<file path="src/hw/rtl/mbea_pkg.sv">
// Package for the mouse button event block with autorepeat.
// Holds the payload structs, the event codes and the register indexes.
// No dependencies.
package mbea_pkg;

  localparam int CFG_IDX_BITS = 8;
  localparam int CFG_DATA_BITS = 16;

  localparam logic [CFG_IDX_BITS-1:0] CFG_INITIAL_DELAY = 8'd0;
  localparam logic [CFG_IDX_BITS-1:0] CFG_REPEAT_DELAY  = 8'd1;

  localparam logic [15:0] INITIAL_DELAY_RESET = 16'd200;
  localparam logic [15:0] REPEAT_DELAY_RESET  = 16'd25;

  typedef enum logic [3:0] {
    EV_NONE       = 4'd0,
    EV_MOVE       = 4'd1,
    EV_BOTH_UP    = 4'd2,
    EV_LEFT_UP    = 4'd3,
    EV_RIGHT_UP   = 4'd4,
    EV_LEFT_DOWN  = 4'd5,
    EV_RIGHT_DOWN = 4'd6,
    EV_BOTH_DOWN  = 4'd7,
    EV_BOTH_REP   = 4'd8,
    EV_LEFT_REP   = 4'd9,
    EV_RIGHT_REP  = 4'd10
  } mbea_event_t;

  typedef struct packed {
    logic signed [15:0] pos_x;
    logic signed [15:0] pos_y;
    logic               left_pressed;
    logic               right_pressed;
    logic [31:0]        time_ms;
  } mbea_in_t;

  typedef struct packed {
    mbea_event_t event_res;
    logic        left_held;
    logic        right_held;
  } mbea_out_t;

endpackage

</file>
<file path="src/hw/rtl/mbea_core.sv">
// Event logic and button/timer state for the mouse button event block.
// Takes one registered sample per fire and produces its result combinationally.
// Depends on mbea_pkg.
module mbea_core
  import mbea_pkg::*;
#(
  parameter int COORD_BITS = 16
) (
  input  logic                     clk,
  input  logic                     rst,
  input  logic                     cfg_we,
  input  logic [CFG_IDX_BITS-1:0]  cfg_index,
  input  logic [CFG_DATA_BITS-1:0] cfg_data,
  input  logic                     fire,
  input  mbea_in_t                 item,
  output mbea_out_t                result
);

  logic [15:0]           initial_delay;
  logic [15:0]           repeat_delay;
  logic                  left_latched, right_latched, both_latched;
  logic [COORD_BITS-1:0] last_x, last_y;
  logic [31:0]           timer_mark;
  logic [15:0]           current_delay;

  logic                  left_latched_next, right_latched_next, both_latched_next;
  logic [COORD_BITS-1:0] last_x_next, last_y_next;
  logic [31:0]           timer_mark_next;
  logic [15:0]           current_delay_next;

  logic [31:0]           x_wide, y_wide;
  logic [COORD_BITS-1:0] x_now, y_now;
  logic                  lk, rk;
  logic [31:0]           elapsed;
  logic                  expired;
  mbea_event_t           code;

  // Coordinates are sign-extended and then kept at the stored width.
  assign x_wide  = 32'(item.pos_x);
  assign y_wide  = 32'(item.pos_y);
  assign x_now   = x_wide[COORD_BITS-1:0];
  assign y_now   = y_wide[COORD_BITS-1:0];
  assign lk      = item.left_pressed;
  assign rk      = item.right_pressed;
  assign elapsed = item.time_ms - timer_mark;
  assign expired = elapsed > {16'd0, current_delay};

  always_comb begin
    code               = EV_NONE;
    left_latched_next  = left_latched;
    right_latched_next = right_latched;
    both_latched_next  = both_latched;
    last_x_next        = last_x;
    last_y_next        = last_y;
    timer_mark_next    = timer_mark;
    current_delay_next = current_delay;

    if (x_now != last_x || y_now != last_y) begin
      code        = EV_MOVE;
      last_x_next = x_now;
      last_y_next = y_now;
    end

    // Only the first transition that applies is taken; the rest follow
    // in later samples.
    if (both_latched && !(lk && rk)) begin
      both_latched_next = 1'b0;
      code              = EV_BOTH_UP;
    end else if (left_latched && !lk) begin
      left_latched_next = 1'b0;
      code              = EV_LEFT_UP;
    end else if (right_latched && !rk) begin
      right_latched_next = 1'b0;
      code               = EV_RIGHT_UP;
    end else if (!left_latched && lk) begin
      left_latched_next = 1'b1;
      code              = EV_LEFT_DOWN;
    end else if (!right_latched && rk) begin
      right_latched_next = 1'b1;
      code               = EV_RIGHT_DOWN;
    end else if (!both_latched && lk && rk) begin
      both_latched_next = 1'b1;
      code              = EV_BOTH_DOWN;
    end else if ((lk || rk) && expired) begin
      timer_mark_next    = item.time_ms;
      current_delay_next = repeat_delay;
      if (lk && rk) begin
        code = EV_BOTH_REP;
      end else if (lk) begin
        code = EV_LEFT_REP;
      end else begin
        code = EV_RIGHT_REP;
      end
    end

    if (code inside {[EV_BOTH_UP:EV_BOTH_DOWN]}) begin
      timer_mark_next    = item.time_ms;
      current_delay_next = initial_delay;
    end
  end

  assign result.event_res  = code;
  assign result.left_held  = lk;
  assign result.right_held = rk;

  always_ff @(posedge clk) begin
    if (rst) begin
      initial_delay <= INITIAL_DELAY_RESET;
      repeat_delay  <= REPEAT_DELAY_RESET;
    end else if (cfg_we) begin
      case (cfg_index)
        CFG_INITIAL_DELAY: initial_delay <= cfg_data;
        CFG_REPEAT_DELAY:  repeat_delay  <= cfg_data;
        default: ;
      endcase
    end
  end

  always_ff @(posedge clk) begin
    if (rst) begin
      left_latched  <= 1'b0;
      right_latched <= 1'b0;
      both_latched  <= 1'b0;
      last_x        <= '1;
      last_y        <= '1;
      timer_mark    <= '0;
      current_delay <= INITIAL_DELAY_RESET;
    end else if (fire) begin
      left_latched  <= left_latched_next;
      right_latched <= right_latched_next;
      both_latched  <= both_latched_next;
      last_x        <= last_x_next;
      last_y        <= last_y_next;
      timer_mark    <= timer_mark_next;
      current_delay <= current_delay_next;
    end
  end

`ifndef SYNTH
  // The both flag can only be set on top of the two single flags.
  a_both_implies_single: assert property (@(posedge clk) disable iff (rst)
    both_latched |-> (left_latched && right_latched))
    else $error("both_latched set without both single flags");

  a_transition_restarts: assert property (@(posedge clk) disable iff (rst)
    fire && (code == EV_BOTH_UP || code == EV_LEFT_UP || code == EV_RIGHT_UP ||
             code == EV_LEFT_DOWN || code == EV_RIGHT_DOWN || code == EV_BOTH_DOWN)
    |=> (timer_mark == $past(item.time_ms)) && (current_delay == $past(initial_delay)))
    else $error("button transition did not restart the timer");

  a_repeat_reloads: assert property (@(posedge clk) disable iff (rst)
    fire && (code == EV_BOTH_REP || code == EV_LEFT_REP || code == EV_RIGHT_REP)
    |=> (timer_mark == $past(item.time_ms)) && (current_delay == $past(repeat_delay)))
    else $error("repeat event did not reload the repeat delay");

  a_repeat_needs_button: assert property (@(posedge clk) disable iff (rst)
    (code == EV_BOTH_REP || code == EV_LEFT_REP || code == EV_RIGHT_REP)
    |-> (lk || rk) && expired)
    else $error("repeat event with no button held or timer not expired");
`endif

endmodule

</file>
<file path="src/hw/rtl/mouse_button_event_autorepeat.sv">
// Mouse button event generator with autorepeat: one event per poll sample.
// The result is registered: a sample passes the input register, then the result
// register, and the event logic sits between the two.
// Throughput: one sample per cycle while out_stall is low, set by the single pass of
// event logic between the two registers. Reset (rst, synchronous) clears the button flags
// and timer mark, sets both coordinates to -1, the delays to 200 and 25 ms.
module mouse_button_event_autorepeat
  import mbea_pkg::*;
#(
  parameter int COORD_BITS = 16
) (
  input  logic                     clk,
  input  logic                     rst,
  input  logic                     in_valid,
  output logic                     in_stall,
  input  mbea_in_t                 in_data,
  output logic                     out_valid,
  input  logic                     out_stall,
  output mbea_out_t                out_data,
  input  logic                     cfg_we,
  input  logic [CFG_IDX_BITS-1:0]  cfg_index,
  input  logic [CFG_DATA_BITS-1:0] cfg_data
);

  logic      s1_valid;
  mbea_in_t  s1_data;
  logic      out_load;
  logic      in_fire;
  mbea_out_t core_result;

  // The sample moves on whenever the result register is empty or being drained.
  assign out_load = s1_valid && (!out_valid || !out_stall);
  assign in_stall = s1_valid && !out_load;
  assign in_fire  = in_valid && !in_stall;

  always_ff @(posedge clk) begin
    if (rst) begin
      s1_valid <= 1'b0;
    end else if (in_fire) begin
      s1_valid <= 1'b1;
    end else if (out_load) begin
      s1_valid <= 1'b0;
    end
  end

  always_ff @(posedge clk) begin
    if (in_fire) begin
      s1_data <= in_data;
    end
  end

  mbea_core #(
    .COORD_BITS(COORD_BITS)
  ) u_core (
    .clk      (clk),
    .rst      (rst),
    .cfg_we   (cfg_we),
    .cfg_index(cfg_index),
    .cfg_data (cfg_data),
    .fire     (out_load),
    .item     (s1_data),
    .result   (core_result)
  );

  always_ff @(posedge clk) begin
    if (rst) begin
      out_valid <= 1'b0;
    end else if (out_load) begin
      out_valid <= 1'b1;
    end else if (!out_stall) begin
      out_valid <= 1'b0;
    end
  end

  always_ff @(posedge clk) begin
    if (out_load) begin
      out_data <= core_result;
    end
  end

endmodule

</file>
<file path="config.mk">
export PLATFORM = sky130hd
export DESIGN_NAME = mouse_button_event_autorepeat
export DESIGN_NICKNAME = d
export VERILOG_FILES = /design/src/hw/rtl/mbea_pkg.sv /design/src/hw/rtl/mbea_core.sv /design/src/hw/rtl/mouse_button_event_autorepeat.sv
export SDC_FILE = /design/constraint.sdc
export NUM_CORES = 1
export LEC_CHECK = 0
export ABC_CLOCK_PERIOD_IN_PS = 8550
export CORE_ASPECT_RATIO = 1.1
export CORE_MARGIN = 2
export CORE_UTILIZATION = 45
export DETAILED_ROUTE_END_ITERATION = 8
export DONT_BUFFER_PORTS = 1
export GPL_ROUTABILITY_DRIVEN = 1
export SYNTH_ARGS = -nofsm -noshare
export SYNTH_HDL_FRONTEND = slang
export SYNTH_HIERARCHICAL = 1
export SYNTH_SLANG_ARGS = --single-unit
export TNS_END_PERCENT = 1
</file>
<file path="constraint.sdc">
create_clock -name clk -period 8.55 [get_ports clk]
set_input_delay 0 -clock clk [delete_from_list [all_inputs] [get_ports clk]]
set_output_delay 0 -clock clk [all_outputs]
set_load 0.02 [all_outputs]
</file>
# --- Word level (Yosys, flattened, before mapping) ---
# Index checks and enable logic that the tools add are counted.
totals:
  reg_bits: 189
  in_bits: 95
  output_inout_bits: 8
  elab_cells: 122
op_classes:
  addsub: 1
  order_cmp: 3
  eq_ne: 16
  mux: 42
  bitwise: 2
  reduce_logical: 39
ops:
  columns: ["cell", "n"]
  rows:
  - ["$mux W32", 8]
  - ["$mux W16", 8]
  - ["$gt A32 B16 Y1", 1]
  - ["$mux W4", 8]
  - ["$ne A16 B16 Y1", 2]
  - ["$sub A32 B32 Y32", 1]
  - ["$mux W1", 17]
  - ["$ne A2 B1 Y1 const B", 7]
  - ["$logic_and A1 B1 Y1", 13]
  - ["$ne A2 B2 Y1 const B", 6]
  - ["$logic_not A1 Y1", 10]
  - ["$reduce_bool A2 Y1", 5]
  - ["$eq A8 B1 Y1 const B", 1]
  - ["$logic_not A8 Y1", 1]
  - ["$reduce_and A8 Y1", 1]
  - ["$reduce_and A2 Y1", 3]
  - ["$reduce_and A6 Y1", 1]
  - ["$reduce_and A5 Y1", 1]
  - ["$ge A4 B2 Y1 const B", 1]
  - ["$le A4 B3 Y1 const B", 1]
  - ["$reduce_and A4 Y1", 1]
  - ["$logic_or A1 B1 Y1", 3]
  - ["$mux W2", 1]
  - ["$not A1 Y1", 2]

# --- Longest topological paths before layout ---
logic_depth:
  word_depth: 14
  ltp_mapped: 23

# --- Cells and area by module ---
# Netlist, hierarchy kept.
by_module_without_submodules:
  columns: ["mod", "instances", "cells_each", "area_each_um2", "seq_area_each_um2"]
  rows:
  - ["mbea_core", 1, 941, 7581.0, 2302.2]
  - ["mouse_button_event_autorepeat", 1, 82, 2248.4, 2202.1]

# --- Worst setup path after synthesis ---
# No wires, ideal clock.
synth_timing:
  path_kind: "reg2reg"
  start: "reg s1_data[2] (netlist bit)"
  end: "reg u_core.timer_mark[10]"
  setup_ps: 132
  arrival_time_ps: 4065
  setup_slack_ps: 4353
  path_stages_with_launch: 23
  synth_period_minus_slack_ps: 4197
  path_cell_list: "edfxtp_1 -> ha_1 -> o211ai_1 -> a21oi_1 -> o21a_1 -> o21ai_0 -> nand2b_1 -> a21oi_1 -> o21bai_1 -> xor2_1 -> ha_1 -> a21o_1 -> nand3_1 -> a21oi_1 -> a2111oi_0 -> a32oi_1 -> a2111oi_4 -> nand4_2 -> nor4_4 -> buf_6 -> buf_2 -> nand3b_1 -> a21oi_1"
synth_between:
  elab_chain_cells: 14
  elab_cells_between_ends: 22
synth_rtl:
  columns: ["element", "line", "text"]
  rows:
  - ["from (decl)", "mouse_button_event_autorepeat.sv:26", "mbea_in_t s1_data;"]
  - ["from (signal assigned)", "mouse_button_event_autorepeat.sv:48", "s1_data <= in_data;"]
  - ["$sub A32 B32 Y32 (*)", "mbea_core.sv:45", "assign elapsed = item.time_ms - timer_mark;"]
  - ["$gt A32 B16 Y1 (*)", "mbea_core.sv:46", "assign expired = elapsed > {16'd0, current_delay};"]
  - ["$logic_and A1 B1 Y1 (*)", "mbea_core.sv:84", "end else if ((lk || rk) && expired) begin"]
  - ["$mux W4", "mbea_core.sv:84", null]
  - ["$mux W4", "mbea_core.sv:81", "end else if (!both_latched && lk && rk) begin"]
  - ["$mux W4", "mbea_core.sv:78", "end else if (!right_latched && rk) begin"]
  - ["$mux W4", "mbea_core.sv:75", "end else if (!left_latched && lk) begin"]
  - ["$mux W4", "mbea_core.sv:72", "end else if (right_latched && !rk) begin"]
  - ["$mux W4", "mbea_core.sv:69", "end else if (left_latched && !lk) begin"]
  - ["$mux W4", "mbea_core.sv:66", "if (both_latched && !(lk && rk)) begin"]
  - ["$ge A4 B2 Y1 or $le A4 B3 Y1 (tied branches)", "mbea_core.sv:96", "if (code inside {[EV_BOTH_UP:EV_BOTH_DOWN]}) begin"]
  - ["$logic_and A1 B1 Y1", "mbea_core.sv:96", null]
  - ["$ne A2 B2 Y1 (no source line) or $reduce_bool A2 Y1 (tied branches)", null, null]
  - ["$reduce_and A8 Y1 (no source line)", null, null]
  - ["to (signal assigned)", "mbea_core.sv:134", "timer_mark <= timer_mark_next;"]
  - ["to (decl)", "mbea_core.sv:23", "logic [31:0] timer_mark;"]
# Mark *: on every way between the ends. The rest lies on a longest branch, timed or not.
# A chain may end at the register's enable or synchronous reset.

# --- Worst setup path in the final report ---
layout_timing:
  start: "reg s1_data[2] (netlist bit)"
  end: "reg u_core.timer_mark[1]"
# Same word-level chain as after synthesis.

==> impl_metrics.prom <==
# TYPE chip_impl_metric gauge
chip_impl_info{name="status",value="complete, no violations"} 1
chip_impl_metric{name="finalNetCount",unit=""} 1239
chip_impl_metric{name="cp.arrival",unit="ns"} 5.11
chip_impl_info{name="worst_setup_path_start_kind",value="flip-flop"} 1
chip_impl_metric{name="die_h",unit="um"} 159
chip_impl_metric{name="synthMuxAreaShare",unit="%"} 7.14
chip_impl_metric{name="multi_input_area",unit="um2"} 4900
chip_impl_info{name="critPathMostFrequentCell",value="a21oi_1"} 1
chip_impl_metric{name="synthesis.instances",unit=""} 1023
chip_impl_metric{name="power.share.sequential",unit="%"} 46.9
chip_impl_metric{name="pwr_density_cell",unit="nW/um2"} 184
chip_impl_metric{name="num-fill-cells",unit=""} 1965
chip_impl_metric{name="finalHoldWorstSlack",unit="ns"} 0.0524
chip_impl_metric{name="synth_top_cell_area_share",unit="%"} 23.8
chip_impl_metric{name="worstPathMaxFanout",unit=""} 60
chip_impl_metric{name="synth_edf_count",unit=""} 72
chip_impl_info{name="timing.critical_path.cells",value="ha_1, o211ai_1, a21oi_1, o21a_1, o21ai_0, nand2b_1, a21oi_1, o21bai_1, xor2_1, ha_1, a21o_1, nand3_1, a21oi_1, a2111oi_0, a32oi_1, a2111oi_4, nand4_2, nor4_4, buf_4, o21ai_0, a21oi_1"} 1
chip_impl_metric{name="yosys.area_share.simple",unit="%"} 14.8
chip_impl_metric{name="critical_path.max_stage_delay",unit="ns"} 0.46
chip_impl_info{name="cts-root-buf",value="clkbuf_16"} 1
chip_impl_metric{name="achievable-frequency",unit="GHz"} 0.210
chip_impl_metric{name="setup_tns_after_final_layout",unit="ns"} 0
chip_impl_metric{name="fin_skew",unit="ns"} 0.0159
chip_impl_metric{name="vdd.ir_drop.worst",unit="V"} 0.000131
chip_impl_info{name="biggest_area_consumer_among_synthesized_cells",value="dfxtp_1"} 1
chip_impl_info{name="most_used_cells_in_the_layout_excluding_fill_and_tap_cells",value="117 x dfxtp_1, 107 x nand2_1, 95 x a21oi_1"} 1
chip_impl_metric{name="layout_worst_path_cycle_share",unit="%"} 55.6
chip_impl_metric{name="timing_max_transition_violations_final",unit=""} 0
chip_impl_metric{name="synth_sequential_area_ratio",unit="%"} 45.8
chip_impl_metric{name="yosysUniqueCellTypes",unit=""} 67
chip_impl_metric{name="cts.path.max_buffers",unit=""} 2
chip_impl_info{name="tritoncts",value="done"} 1
chip_impl_info{name="ys_top_cells_by_area",value="dfxtp_1 24%, edfxtp_1 22%, mux2i_1 7.0%"} 1
chip_impl_metric{name="gr-total-overflow",unit=""} 0
chip_impl_metric{name="synth.net_count",unit=""} 1170
chip_impl_metric{name="cell_internal_pwr",unit="W"} 0.00153
chip_impl_metric{name="timing.max_cap.violations",unit=""} 0
chip_impl_metric{name="post_layout_nonfiller_instances",unit=""} 1395
chip_impl_metric{name="place.detailed.hpwl",unit="um"} 14500
chip_impl_metric{name="worst-slew-pin-transition",unit="ns"} 1.11
chip_impl_metric{name="area_growth_syn_to_layout",unit="%"} 17.9
chip_impl_metric{name="global_route_wire_length_before_repair",unit="um"} 35500
chip_impl_metric{name="share_comb_of_total_power",unit="%"} 16.0
chip_impl_metric{name="clk_pin_slew",unit="ns"} 0.08
chip_impl_info{name="critical_path.endpoint_type",value="flip-flop"} 1
chip_impl_info{name="cp_top_family",value="compound AO/OA/AOI/OAI gates"} 1
chip_impl_metric{name="die_area",unit="um2"} 23000
chip_impl_metric{name="grt_util_all_layers",unit="%"} 18.7
chip_impl_metric{name="drt-wirelength-per-cell",unit="um"} 15.4
chip_impl_metric{name="numClockSinks",unit=""} 189
chip_impl_metric{name="synth-async-reset-ratio",unit="%"} 0
chip_impl_metric{name="sequential_cell_area",unit="um2"} 4500
chip_impl_info{name="final_common_cell",value="dfxtp_1"} 1
chip_impl_metric{name="postCtsSetupBuffers",unit=""} 0
chip_impl_metric{name="inserted_diodes",unit=""} 0
chip_impl_metric{name="cts-buffers-inserted",unit=""} 17
chip_impl_metric{name="htree_levels",unit=""} 4
chip_impl_metric{name="area_share_of_xor_xnor_cells_in_the_synthesized_design",unit="%"} 4.28
chip_impl_metric{name="numPortBuffers",unit=""} 0
chip_impl_metric{name="viasPerCell",unit=""} 5.42
chip_impl_metric{name="finalWeightedCongestion",unit=""} 0.915
chip_impl_metric{name="yosysWarningCount",unit=""} 6
chip_impl_metric{name="grt_antenna_before_repair",unit=""} 0
chip_impl_metric{name="synthAdderAreaFrac",unit="%"} 6.80
chip_impl_metric{name="synth_compound_gate_area_share",unit="%"} 16.4
chip_impl_metric{name="antenna_violating_nets_post_route",unit=""} 0
chip_impl_metric{name="top_level_ports",unit=""} 103
chip_impl_metric{name="swShare",unit="%"} 28.5
chip_impl_metric{name="syn_area",unit="um2"} 9830
chip_impl_metric{name="switching_power",unit="W"} 0.000610
chip_impl_info{name="critPathSlowestCell",value="buf_4"} 1
chip_impl_metric{name="maxSlewHeadroom",unit="%"} 25.5
chip_impl_metric{name="initial_utilization",unit="%"} 46.0
chip_impl_metric{name="drc",unit=""} 0
chip_impl_metric{name="clock_latency_at_the_later_pin_of_the_worst_skew_pair",unit="ns"} 0.44
chip_impl_metric{name="placed_cells_incl_taps",unit=""} 1274
chip_impl_metric{name="power.share.clock",unit="%"} 37.1
chip_impl_metric{name="routed-via-count",unit=""} 7560
chip_impl_metric{name="total_leakage_power",unit="nW"} 4.34
chip_impl_metric{name="dieWidth",unit="um"} 145
chip_impl_metric{name="placeable_core_region",unit="um2"} 21400
chip_impl_metric{name="worst_endpoint_required_time",unit="ns"} 8.91
chip_impl_metric{name="maximum_number_of_pins_on_one_net_before_global_route_repair",unit=""} 78
chip_impl_metric{name="final_layout_size_suffix_gt1_share",unit="%"} 5.61
chip_impl_metric{name="yosys_register_bits",unit=""} 189
chip_impl_info{name="worst_hold_path_type",value="primary input to flip-flop"} 1
chip_impl_metric{name="finalWorstPathRequiredPeriod",unit="ns"} 4.75
chip_impl_metric{name="finalSetupViolations",unit=""} 0
chip_impl_info{name="ys.flop_type",value="dfxtp_1"} 1
chip_impl_metric{name="number_of_global_route_vias_before_repair",unit=""} 7318
chip_impl_metric{name="postRouteWirelength",unit="um"} 21400
chip_impl_metric{name="firstDrtPassIters",unit=""} 4
chip_impl_info{name="crit_type",value="flip-flop to flip-flop"} 1
chip_impl_info{name="synth_top_family_by_area",value="compound AO/OA/AOI/OAI gates"} 1
chip_impl_metric{name="first_iter_violations",unit=""} 432
chip_impl_metric{name="std_cell_rows",unit=""} 56
chip_impl_metric{name="synth.avg_cell_area",unit="um2"} 9.61
chip_impl_metric{name="final_hold_viol_count",unit=""} 0
chip_impl_info{name="grt_setup_unrepaired",value="no"} 1
chip_impl_metric{name="worstPathBufferInverterCount",unit=""} 1
## through the flow
| stage | power, W | instance area, um2 | worst slack [ns] | utilization, % |
|---|---|---|---|---|
| after floorplan | 0.00126 | 9830 | 4.35 | - |
| after global placement | 0.00132 | 10100 | 3.97 | 47.2 |
| after CTS | 0.00216 | 11600 | 3.78 | 54.2 |
| after detailed placement | 0.00132 | 10100 | 3.84 | 47.2 |
| after global routing | 0.00224 | 11600 | 3.27 | 54.2 |
| final | 0.00214 | 11600 | 3.80 | 54.2 |
## state kept, by name (all words and copies together), names as in the netlist, 6 cells and up
signal                flops
out_data                  6
s1_data                  66
u_core/current_delay     16
u_core/initial_delay     16
u_core/last_x            16
u_core/last_y            16
u_core/repeat_delay      16
u_core/timer_mark        32
## repair_timing
item	CTS	global route
hold endpoints to repair	157	0
hold buffers	89	0
gates resized for setup	0	0
## cell usage after synthesis (all sizes together) (3+ instances only)
library cell / instances
mux2i: 69
clkbuf: 35
nor4: 5
o22ai: 4
nor3: 12
o21a: 5
nor2b: 6
a21o: 10
o21bai: 4
nand2b: 6
a21oi: 96
nand4: 20
inv: 65
a2111oi: 5
a31oi: 4
a211oi: 7
and3: 6
o211ai: 10
xor2: 9
or3: 10
edfxtp: 72
or2: 5
and2: 6
o31ai: 3
ha: 51
buf: 13
nand3: 8
a211o: 14
and4: 3
nand3b: 31
xnor2: 39
o21ai: 78
dfxtp: 117
nand2: 108
nor2: 54
a21boi: 4
o311ai: 5
## tightest hold or removal path, stage by stage
cell     delay (ns)
nor2_1         0.02
buf_4          0.22
mux2i_1        0.15
nand2_1        0.06
## worst paths after layout
check             slack, ns  depth (start not counted)                      end                    start
setup reg to reg       3.80                         21     u_core/timer_mark[1]               s1_data[2]
hold / removal         0.05                          4  u_core/initial_delay[7]             cfg_index[0]
setup / recovery       3.80                         21     u_core/timer_mark[1]               s1_data[2]
hold reg to reg        0.47                          2  u_core/initial_delay[3]  u_core/initial_delay[3]
## cell families (layout without fill, tap and decap cells)
| family | count (synthesis) | count (layout) |
|---|---|---|
| fa+ha+maj | 53 | 53 |
| compound gates | 264 | 264 |
| mux | 70 | 70 |
| simple gates | 286 | 286 |
| xor+xnor | 48 | 48 |
| buf+inv | 113 | 195 |
| flops | 189 | 189 |
## power groups by stage
stage / Sequential [W] / Clock (W) / Combinational (W)
2_1_floorplan: 0.00102 / 0 / 0.000240
3_3_place_gp: 0.00102 / 0 / 0.000298
3_5_place_dp: 0.00102 / 0 / 0.000300
4_1_cts: 0.00100 / 0.000816 / 0.000342
5_1_grt: 0.00101 / 0.000853 / 0.000383
6_report: 0.00100 / 0.000793 / 0.000342
## cell type report
class / instances / share of cell area [%]
Multi-Input combinational cell: 721 / 42.3
Sequential cell: 189 / 38.9
Timing Repair Buffer: 98 / 8.42
Clock buffer: 18 / 3.79
Tap cell: 290 / 3.13
Inverter: 65 / 2.11
Clock inverter: 14 / 1.40
## per-layer routing
layer  global-route usage, %  share of wire (%)
met4                    6.08                1.8
met1                    23.3                 45
met2                    32.5                 50
met3                    3.93                3.1
met5                       0                  0
(Power assumes the default switching activity.)
